$ cat config.mk
export PLATFORM = sky130hd
export DESIGN_NAME = m68k_line5_execute
export DESIGN_NICKNAME = d
export VERILOG_FILES = /design/src/hw/rtl/m68kl5_pkg.sv /design/src/hw/rtl/m68k_line5_execute.sv
export SDC_FILE = /design/constraint.sdc
export NUM_CORES = 1
export LEC_CHECK = 0
export BUFFER_PORTS_ARGS = -buffer_cell sky130_fd_sc_hd__buf_4
export CORE_MARGIN = 2
export CORE_UTILIZATION = 40
export DETAILED_ROUTE_END_ITERATION = 7
export GPL_TIMING_DRIVEN = 0
export PLACE_DENSITY_LB_ADDON = 0.25
export SYNTH_ARGS = -nofsm -noshare
export SYNTH_HDL_FRONTEND = slang
export SYNTH_SLANG_ARGS = --single-unit
$ cat constraint.sdc
create_clock -name clk_i -period 6.1 [get_ports clk_i]
set_input_delay 1.22 -clock clk_i [delete_from_list [all_inputs] [get_ports clk_i]]
set_output_delay 1.22 -clock clk_i [all_outputs]
set_load 0.05 [all_outputs]
$ cat src/hw/rtl/m68kl5_pkg.sv
// Package for the 68000 line-5 execute pipeline: opcode field codes,
// instruction class enum, pipeline stage structs and the condition test.
// No dependencies.
package m68kl5_pkg;

  // Opcode line and field codes
  localparam logic [3:0] LINE_5     = 4'h5;
  localparam logic [1:0] SIZE_BYTE  = 2'd0;
  localparam logic [1:0] SIZE_WORD  = 2'd1;
  localparam logic [1:0] SIZE_LONG  = 2'd2;
  localparam logic [1:0] SIZE_CTRL  = 2'd3;
  localparam logic [2:0] MODE_DN    = 3'd0;
  localparam logic [2:0] MODE_AN    = 3'd1;
  localparam logic [2:0] MODE_EXT   = 3'd7;
  localparam logic [2:0] REG_ABS_L  = 3'd1;
  localparam logic [2:0] REG_TRAP_W = 3'd2;
  localparam logic [2:0] REG_TRAP_L = 3'd3;
  localparam logic [2:0] REG_TRAP   = 3'd4;

  // Condition codes
  localparam logic [3:0] CC_T  = 4'd0;
  localparam logic [3:0] CC_F  = 4'd1;
  localparam logic [3:0] CC_HI = 4'd2;
  localparam logic [3:0] CC_LS = 4'd3;
  localparam logic [3:0] CC_CC = 4'd4;
  localparam logic [3:0] CC_CS = 4'd5;
  localparam logic [3:0] CC_NE = 4'd6;
  localparam logic [3:0] CC_EQ = 4'd7;
  localparam logic [3:0] CC_VC = 4'd8;
  localparam logic [3:0] CC_VS = 4'd9;
  localparam logic [3:0] CC_PL = 4'd10;
  localparam logic [3:0] CC_MI = 4'd11;
  localparam logic [3:0] CC_GE = 4'd12;
  localparam logic [3:0] CC_LT = 4'd13;
  localparam logic [3:0] CC_GT = 4'd14;
  localparam logic [3:0] CC_LE = 4'd15;

  // CCR bit positions
  localparam int unsigned FLAG_X = 4;
  localparam int unsigned FLAG_N = 3;
  localparam int unsigned FLAG_Z = 2;
  localparam int unsigned FLAG_V = 1;
  localparam int unsigned FLAG_C = 0;

  // Instruction class after decode
  typedef enum logic [2:0] {
    KIND_ILL,
    KIND_ADDQ_AN,
    KIND_ADDQ_EA,
    KIND_DBCC,
    KIND_SCC,
    KIND_TRAP
  } kind_e;

  // Decode stage register
  typedef struct packed {
    kind_e       kind;
    logic        cond;
    logic        we;
    logic        sub;
    logic [1:0]  size;
    logic        dn;
    logic [3:0]  imm;
    logic [4:0]  flags;
    logic [31:0] opnd;
    logic [31:0] addr;
    logic [31:0] off;
  } dec_t;

  // Arithmetic stage register
  typedef struct packed {
    kind_e       kind;
    logic        cond;
    logic        we;
    logic        sub;
    logic [1:0]  size;
    logic        dn;
    logic [3:0]  imm;
    logic [4:0]  flags;
    logic [31:0] opnd;
    logic [31:0] a;
    logic [31:0] r;
    logic [31:0] an_res;
    logic [15:0] cnt;
    logic [31:0] next;
  } ex_t;

  // Evaluate one of the 16 standard conditions against the CCR
  function automatic logic m5_cond(input logic [3:0] cc, input logic [4:0] f);
    logic n, z, v, c, res;
    n = f[FLAG_N];
    z = f[FLAG_Z];
    v = f[FLAG_V];
    c = f[FLAG_C];
    case (cc)
      CC_T:    res = 1'b1;
      CC_F:    res = 1'b0;
      CC_HI:   res = !c && !z;
      CC_LS:   res = c || z;
      CC_CC:   res = !c;
      CC_CS:   res = c;
      CC_NE:   res = !z;
      CC_EQ:   res = z;
      CC_VC:   res = !v;
      CC_VS:   res = v;
      CC_PL:   res = !n;
      CC_MI:   res = n;
      CC_GE:   res = (n == v);
      CC_LT:   res = (n != v);
      CC_GT:   res = !z && (n == v);
      default: res = z || (n != v);
    endcase
    return res;
  endfunction

  // Operand mask for a size code
  function automatic logic [31:0] m5_mask(input logic [1:0] size);
    logic [31:0] m;
    case (size)
      SIZE_BYTE: m = 32'h0000_00ff;
      SIZE_WORD: m = 32'h0000_ffff;
      default:   m = 32'hffff_ffff;
    endcase
    return m;
  endfunction

  // Sign bit for a size code
  function automatic logic [31:0] m5_msb(input logic [1:0] size);
    logic [31:0] m;
    case (size)
      SIZE_BYTE: m = 32'h0000_0080;
      SIZE_WORD: m = 32'h0000_8000;
      default:   m = 32'h8000_0000;
    endcase
    return m;
  endfunction

endpackage

$ cat src/hw/rtl/m68k_line5_execute.sv
// Top level of the 68000 line-5 execute pipeline (ADDQ, SUBQ, Scc, DBcc, TRAPcc).
// Three register stages: decode, arithmetic, flags and write-back select.
// Depends on m68kl5_pkg.
//
//   Channel  Direction  Handshake              Payload
//   in       input      in_valid_i/in_stall_o  instr_word, displacement, instr_addr,
//                                              flags_in, operand
//   out      output     out_valid_o/out_stall_i write_value, write_enable, next_addr,
//                                              flags_out, trap_taken, illegal
//
// One request enters per cycle while in_stall_o is low; each result passes through the
// three stages in turn: decode, adders, flags and result select.
// Reset clears the stage valid bits only; payload registers are not reset.
// A stall on the output holds the last stage and backs up into earlier stages
// only as far as they are full; in_stall_o rises once all three stages hold requests
// while the output is stalled.
module m68k_line5_execute
  import m68kl5_pkg::*;
(
  input  logic        clk_i,
  input  logic        rst_ni,
  input  logic        in_valid_i,
  output logic        in_stall_o,
  input  logic [15:0] instr_word_i,
  input  logic [15:0] displacement_i,
  input  logic [31:0] instr_addr_i,
  input  logic [4:0]  flags_in_i,
  input  logic [31:0] operand_i,
  output logic        out_valid_o,
  input  logic        out_stall_i,
  output logic [31:0] write_value_o,
  output logic        write_enable_o,
  output logic [31:0] next_addr_o,
  output logic [4:0]  flags_out_o,
  output logic        trap_taken_o,
  output logic        illegal_o
);

  logic v1_q, v2_q, v3_q;
  logic rdy1, rdy2, rdy3;
  dec_t dec_d, dec_q;
  ex_t  ex_d, ex_q;

  logic [31:0] wval_d, wval_q;
  logic        we_d, we_q;
  logic [31:0] next_d, next_q;
  logic [4:0]  fout_d, fout_q;
  logic        trap_d, trap_q;
  logic        ill_d, ill_q;

  // Stage ready: a stage loads when empty or when its content moves on
  assign rdy3 = !v3_q || !out_stall_i;
  assign rdy2 = !v2_q || rdy3;
  assign rdy1 = !v1_q || rdy2;
  assign in_stall_o = !rdy1;

  // Decode: classify the word, test the condition, pick the PC offset
  always_comb begin
    logic [1:0] size;
    logic [2:0] mode;
    logic [2:0] rg;
    size = instr_word_i[7:6];
    mode = instr_word_i[5:3];
    rg   = instr_word_i[2:0];

    dec_d.kind  = KIND_ILL;
    dec_d.cond  = m5_cond(instr_word_i[11:8], flags_in_i);
    dec_d.we    = 1'b0;
    dec_d.sub   = instr_word_i[8];
    dec_d.size  = size;
    dec_d.dn    = (mode == MODE_DN);
    dec_d.imm   = (instr_word_i[11:9] == 3'd0) ? 4'd8 : {1'b0, instr_word_i[11:9]};
    dec_d.flags = flags_in_i;
    dec_d.opnd  = operand_i;
    dec_d.addr  = instr_addr_i;
    dec_d.off   = 32'd0;

    if (instr_word_i[15:12] != LINE_5) begin
      dec_d.kind = KIND_ILL;
    end else if (size != SIZE_CTRL) begin
      if ((mode == MODE_EXT && rg > REG_ABS_L) || (mode == MODE_AN && size == SIZE_BYTE)) begin
        dec_d.kind = KIND_ILL;
      end else begin
        dec_d.kind = (mode == MODE_AN) ? KIND_ADDQ_AN : KIND_ADDQ_EA;
        dec_d.we   = 1'b1;
        dec_d.off  = 32'd2;
      end
    end else if (mode == MODE_AN) begin
      dec_d.kind = KIND_DBCC;
      if (dec_d.cond) begin
        dec_d.off = 32'd4;
      end else begin
        dec_d.we = 1'b1;
        // counter expires when the low word wraps from zero
        if (operand_i[15:0] == 16'd0) begin
          dec_d.off = 32'd4;
        end else begin
          dec_d.off = {{16{displacement_i[15]}}, displacement_i} + 32'd2;
        end
      end
    end else if (mode != MODE_EXT || rg <= REG_ABS_L) begin
      dec_d.kind = KIND_SCC;
      dec_d.we   = 1'b1;
      dec_d.off  = 32'd2;
    end else begin
      case (rg)
        REG_TRAP_W: begin
          dec_d.kind = KIND_TRAP;
          dec_d.off  = 32'd4;
        end
        REG_TRAP_L: begin
          dec_d.kind = KIND_TRAP;
          dec_d.off  = 32'd6;
        end
        REG_TRAP: begin
          dec_d.kind = KIND_TRAP;
          dec_d.off  = 32'd2;
        end
        default: dec_d.kind = KIND_ILL;
      endcase
    end
  end

  // Arithmetic: sized add/subtract, address add, counter decrement, next PC
  always_comb begin
    logic [31:0] mask;
    logic [31:0] imm32;
    mask  = m5_mask(dec_q.size);
    imm32 = {28'd0, dec_q.imm};

    ex_d.kind   = dec_q.kind;
    ex_d.cond   = dec_q.cond;
    ex_d.we     = dec_q.we;
    ex_d.sub    = dec_q.sub;
    ex_d.size   = dec_q.size;
    ex_d.dn     = dec_q.dn;
    ex_d.imm    = dec_q.imm;
    ex_d.flags  = dec_q.flags;
    ex_d.opnd   = dec_q.opnd;
    ex_d.a      = dec_q.opnd & mask;
    ex_d.r      = (dec_q.sub ? ex_d.a - imm32 : ex_d.a + imm32) & mask;
    ex_d.an_res = dec_q.sub ? dec_q.opnd - imm32 : dec_q.opnd + imm32;
    ex_d.cnt    = dec_q.opnd[15:0] - 16'd1;
    ex_d.next   = dec_q.addr + dec_q.off;
  end

  // Result select: flags from the sized result, merge into the destination
  always_comb begin
    logic [31:0] mask;
    logic [31:0] msb;
    logic [31:0] imm32;
    logic [7:0]  sbyte;
    logic        carry, ovf;
    mask  = m5_mask(ex_q.size);
    msb   = m5_msb(ex_q.size);
    imm32 = {28'd0, ex_q.imm};
    sbyte = ex_q.cond ? 8'hff : 8'h00;

    if (ex_q.sub) begin
      carry = imm32 > ex_q.a;
      ovf   = ((ex_q.a ^ imm32) & (ex_q.a ^ ex_q.r) & msb) != 32'd0;
    end else begin
      carry = ex_q.r < ex_q.a;
      ovf   = ((~(ex_q.a ^ imm32)) & (ex_q.a ^ ex_q.r) & msb) != 32'd0;
    end

    wval_d = 32'd0;
    we_d   = ex_q.we;
    next_d = ex_q.next;
    fout_d = ex_q.flags;
    trap_d = 1'b0;
    ill_d  = 1'b0;

    case (ex_q.kind)
      KIND_ADDQ_AN: wval_d = ex_q.an_res;
      KIND_ADDQ_EA: begin
        wval_d = ex_q.dn ? ((ex_q.opnd & ~mask) | ex_q.r) : ex_q.r;
        fout_d[FLAG_C] = carry;
        fout_d[FLAG_X] = carry;
        fout_d[FLAG_V] = ovf;
        fout_d[FLAG_Z] = (ex_q.r == 32'd0);
        fout_d[FLAG_N] = (ex_q.r & msb) != 32'd0;
      end
      KIND_SCC: wval_d = ex_q.dn ? {ex_q.opnd[31:8], sbyte} : {24'd0, sbyte};
      KIND_DBCC: begin
        if (ex_q.we) begin
          wval_d = {ex_q.opnd[31:16], ex_q.cnt};
        end
      end
      KIND_TRAP: trap_d = ex_q.cond;
      default: begin
        ill_d  = 1'b1;
        we_d   = 1'b0;
        next_d = ex_q.next;
      end
    endcase
  end

  // Advance stage valid bits
  always_ff @(posedge clk_i or negedge rst_ni) begin
    if (!rst_ni) begin
      v1_q <= 1'b0;
      v2_q <= 1'b0;
      v3_q <= 1'b0;
    end else begin
      if (rdy1) v1_q <= in_valid_i;
      if (rdy2) v2_q <= v1_q;
      if (rdy3) v3_q <= v2_q;
    end
  end

  // Advance stage payloads; hold while stalled
  always_ff @(posedge clk_i) begin
    if (rdy1 && in_valid_i) dec_q <= dec_d;
    if (rdy2 && v1_q) ex_q <= ex_d;
    if (rdy3 && v2_q) begin
      wval_q <= wval_d;
      we_q   <= we_d;
      next_q <= next_d;
      fout_q <= fout_d;
      trap_q <= trap_d;
      ill_q  <= ill_d;
    end
  end

  assign out_valid_o    = v3_q;
  assign write_value_o  = wval_q;
  assign write_enable_o = we_q;
  assign next_addr_o    = next_q;
  assign flags_out_o    = fout_q;
  assign trap_taken_o   = trap_q;
  assign illegal_o      = ill_q;

  // Input stalls only when every stage holds a request
  assert property (@(posedge clk_i) disable iff (!rst_ni)
    in_stall_o |-> (v1_q && v2_q && v3_q))
    else $error("input stalled with an empty stage");

  // Illegal words neither write nor trap
  assert property (@(posedge clk_i) disable iff (!rst_ni)
    (out_valid_o && illegal_o) |-> (!write_enable_o && !trap_taken_o))
    else $error("illegal result writes or traps");

  // No write means a zero write value
  assert property (@(posedge clk_i) disable iff (!rst_ni)
    (out_valid_o && !write_enable_o) |-> (write_value_o == 32'd0))
    else $error("write value nonzero without write");

  // A taken trap never writes a destination
  assert property (@(posedge clk_i) disable iff (!rst_ni)
    (out_valid_o && trap_taken_o) |-> !write_enable_o)
    else $error("trap result also writes");

  // A request in the middle stage reaches the output register when it is free
  assert property (@(posedge clk_i) disable iff (!rst_ni)
    (v2_q && rdy3) |=> v3_q)
    else $error("request lost between stages");

endmodule

==> flow_summary.json <==
{
  "status": "finished, final reports clean",
  "synth_warnings": 0,
  "clockBufferDepth": 3,
  "pin_count": 179,
  "cp.arrival_ps": 5250,
  "hpwl_um": 33820,
  "cp_cell_sequence": "clkbuf_1 -> a21o_1 -> ha_1 -> a21o_2 -> a211oi_2 -> a2111oi_0 -> o21ai_1 -> a21oi_1 -> o21ai_0 -> nor3_1 -> a211o_1",
  "h-tree-depth": 2,
  "synth_ff_type": "edfxtp_1",
  "peakVddDrop_mv": 0.2563,
  "drt_iter0_markers": 935,
  "crit_required_ps": 6410,
  "nets": 1965,
  "yosysTopAreaCell": "edfxtp_1",
  "grtUsageMet3_pct": 3.772,
  "slew_headroom_pct": 4.110,
  "wl_per_cell_um": 19.40,
  "crit_buf_inv": 1,
  "drc": 0,
  "power.density_nw_per_um2": 326.9,
  "end_kind": "register",
  "synth_area_leaders": "edfxtp_1 (57%), ha_1 (8.7%), xnor2_1 (3.0%)",
  "syn_inst": 1505,
  "max_freq_mhz": 202.3,
  "cts_tree": "built",
  "cts_setup_buffers": 0,
  "max_cap_violations": 0,
  "synth_fa_ha_area_share_pct": 8.984,
  "core-area_sq_um": 45380,
  "hp-class": "register to register",
  "dr.pass1.iters": 7,
  "grt_pass1_vias": 12654,
  "path_delay_family": "compound AO/OA/AOI/OAI gates",
  "cts_resized": 0,
  "yosysUniqueCellTypes": 86,
  "syn_to_final_growth_pct": 19.40,
  "insertion_delay_ps": 560,
  "yosys_register_bits": 352,
  "antenna_found_initial": 0,
  "synth-edff-count": 349,
  "diodes": 0,
  "gp_congestion": 0.9068,
  "p_leak_nw": 8.663,
  "synth_nets": 1740,
  "hold_viol": 0,
  "tightest_slew_ps": 1438,
  "maxSlewViolCount": 0,
  "slowest_delay_ps": 1090,
  "yosys.area_share.xor_xnor_pct": 4.478,
  "grt_first_pass_wirelength_um": 70320,
  "crit_type": "register to register",
  "muxShareOfSynthArea_pct": 0.6738,
  "gr-usage-met2_pct": 32.74,
  "syn_area_sq_um": 18380,
  "overflow": 0,
  "postSynth.asyncResetShare_pct": 0.8523,
  "ant_nets": 0,
  "clk_pin_slew_ps": 60,
  "via_per_inst": 5.443,
  "fin_skew_ps": 18.25,
  "fin_tns_setup_ps": 0,
  "die_x_um": 218.4,
  "synth-seq-area-share_pct": 57.42,
  "initial_utilization_pct": 40.51,
  "rsz0062_at_grt": "false",
  "fillers": 4026,
  "drt-total-wl_um": 45750,
  "synth_top_family_by_area": "compound AO/OA/AOI/OAI gates",
  "synth_compound_area_share_pct": 14.22,
  "die_height_um": 218.4,
  "period_minus_slack_ps": 4942,
  "cts_sinks": 352,
  "setup_viol": 0,
  "busiest_layer": "met2",
  "io_buffers": 177,
  "cts_buffers": 40,
  "cp-start-kind": "register",
  "holdWs_ps": 417.1,
  "netlist.area_leader.share_pct": 57.01,
  "grt_use_met1_pct": 23.83,
  "vias": 12835,
  "grt_use_total_pct": 19.27,
  "die_area_sq_um": 47690,
  "drive_gt1_share_pct": 15.76,
  "root_buffer": "clkbuf_16",
  "grt_max_degree": 68,
  "synthSimpleGateAreaFrac_pct": 11.58,
  "worst-path-max-fanout": 26,
  "row_count": 78,
  "cp_slowest_cell": "a21o_1",
  "period_share_pct": 81.02,
  "syn_avg_cell_area_sq_um": 12.22,
  "hold_buffers": 0
}
[Yosys cell counts, drive strengths merged (8+ instances only)]
library cell,number
a211oi,11
nand2,70
xor2,30
a31oi,25
o21a,13
a21oi,109
o31ai,9
nand4,21
nor2b,22
a221o,11
ha,128
nor3b,10
nor4,24
and2,39
and3,16
xnor2,64
nor3,26
nand2b,19
o21bai,10
a21o,39
inv,92
nor2,104
a222oi,16
mux2i,9
nand3,24
o21ai,67
clkbuf,34
edfxtp,349
a32o,8
[placed cells by master (no fill, tap or decap), drive strengths merged, types with 21 or more instances in the layout]
master	instances
o21ai	67
nor4	24
a21o	39
inv	93
nor3	26
clkbuf	80
nor2b	22
ha	128
nand4	21
nand2	70
a31oi	25
nor2	104
a21oi	109
xnor2	64
buf	186
xor2	30
nand3	24
and2	39
edfxtp	349
[power by group]
group	total, mW	internal (mW)	switching (mW)
logic	1.52	0.564	0.955
clock network	2.47	1.48	0.982
registers	3.19	3.04	0.155
total	7.18	5.08	2.09
[metal layers]
metal | up-vias | part of all wire, %
met5 | - | 0
met4 | 0 | 3.5
met3 | 75 | 6.6
met2 | 381 | 48
met1 | 6166 | 41
li1 | 6213 | -
[cell type report]
type,count,area (sq um),share of cell area [%]
inverter,92,345.3,1.573
sequential,352,10560,48.08
multi-input combinational,1024,7358,33.52
clock buffer,46,1045,4.759
clock inverter,24,284.0,1.294
buffer,37,141.4,0.6441
tap,600,750.7,3.420
timing repair buffer,183,1471,6.703
[registers in the layout, indices dropped and copies added, names as in the netlist]
register / flops
write_value_o: 32
next_d: 32
illegal_o: 1
write_enable_o: 1
next_addr_o: 32
out_valid_o: 1
trap_taken_o: 1
ex_q: 146
v2_q: 1
v1_q: 1
dec_q: 99
flags_out_o: 5
[path summary, 6_finish.rpt]
| check | start | to | slack [ps] | depth (start not counted) |
|---|---|---|---|---|
| max | dec_q[108]$_DFFE_PP_ | ex_q[79]$_DFFE_PP_ | 1160 | 11 |
| min | next_d[22]$_DFFE_PP_ | next_addr_o[22]$_DFFE_PP_ | 420 | 0 |
| max reg2reg | dec_q[108]$_DFFE_PP_ | ex_q[79]$_DFFE_PP_ | 1160 | 11 |
| min reg2reg | next_d[22]$_DFFE_PP_ | next_addr_o[22]$_DFFE_PP_ | 420 | 0 |
| max in group asynchronous | rst_ni | v2_q$_DFFE_PN0P_ | 5560 | 1 |
| min in group asynchronous | rst_ni | v1_q$_DFFE_PN0N_ | 440 | 1 |
[cells by family after synthesis]
| group | count (synthesis) |
|---|---|
| flip-flops | 352 |
| AO/OA/AOI/OAI | 378 |
| multiplexers | 12 |
| buffers and inverters | 129 |
| XOR/XNOR | 94 |
| AND/OR/NAND/NOR | 409 |
| adder cells (fa/ha/maj) | 131 |
[stage by stage]
| stage | power (mW) | utilization (%) | cells | worst slack [ps] | instance area (sq um) |
|---|---|---|---|---|---|
| final | 7.175 | 48.37 | 2358 | 1158 | 21950 |
| after global routing | 7.507 | 48.37 | 2358 | 904.6 | 21950 |
| after detailed placement | 4.755 | 45.44 | 2288 | 1265 | 20620 |
| after CTS | 7.238 | 48.37 | 2358 | 1267 | 21950 |
| after global placement | 4.744 | 45.09 | 2282 | -2043 | 20460 |
| after floorplan | 4.258 | - | 1505 | 140.8 | 18380 |
Power figures use the tool's default switching activity.
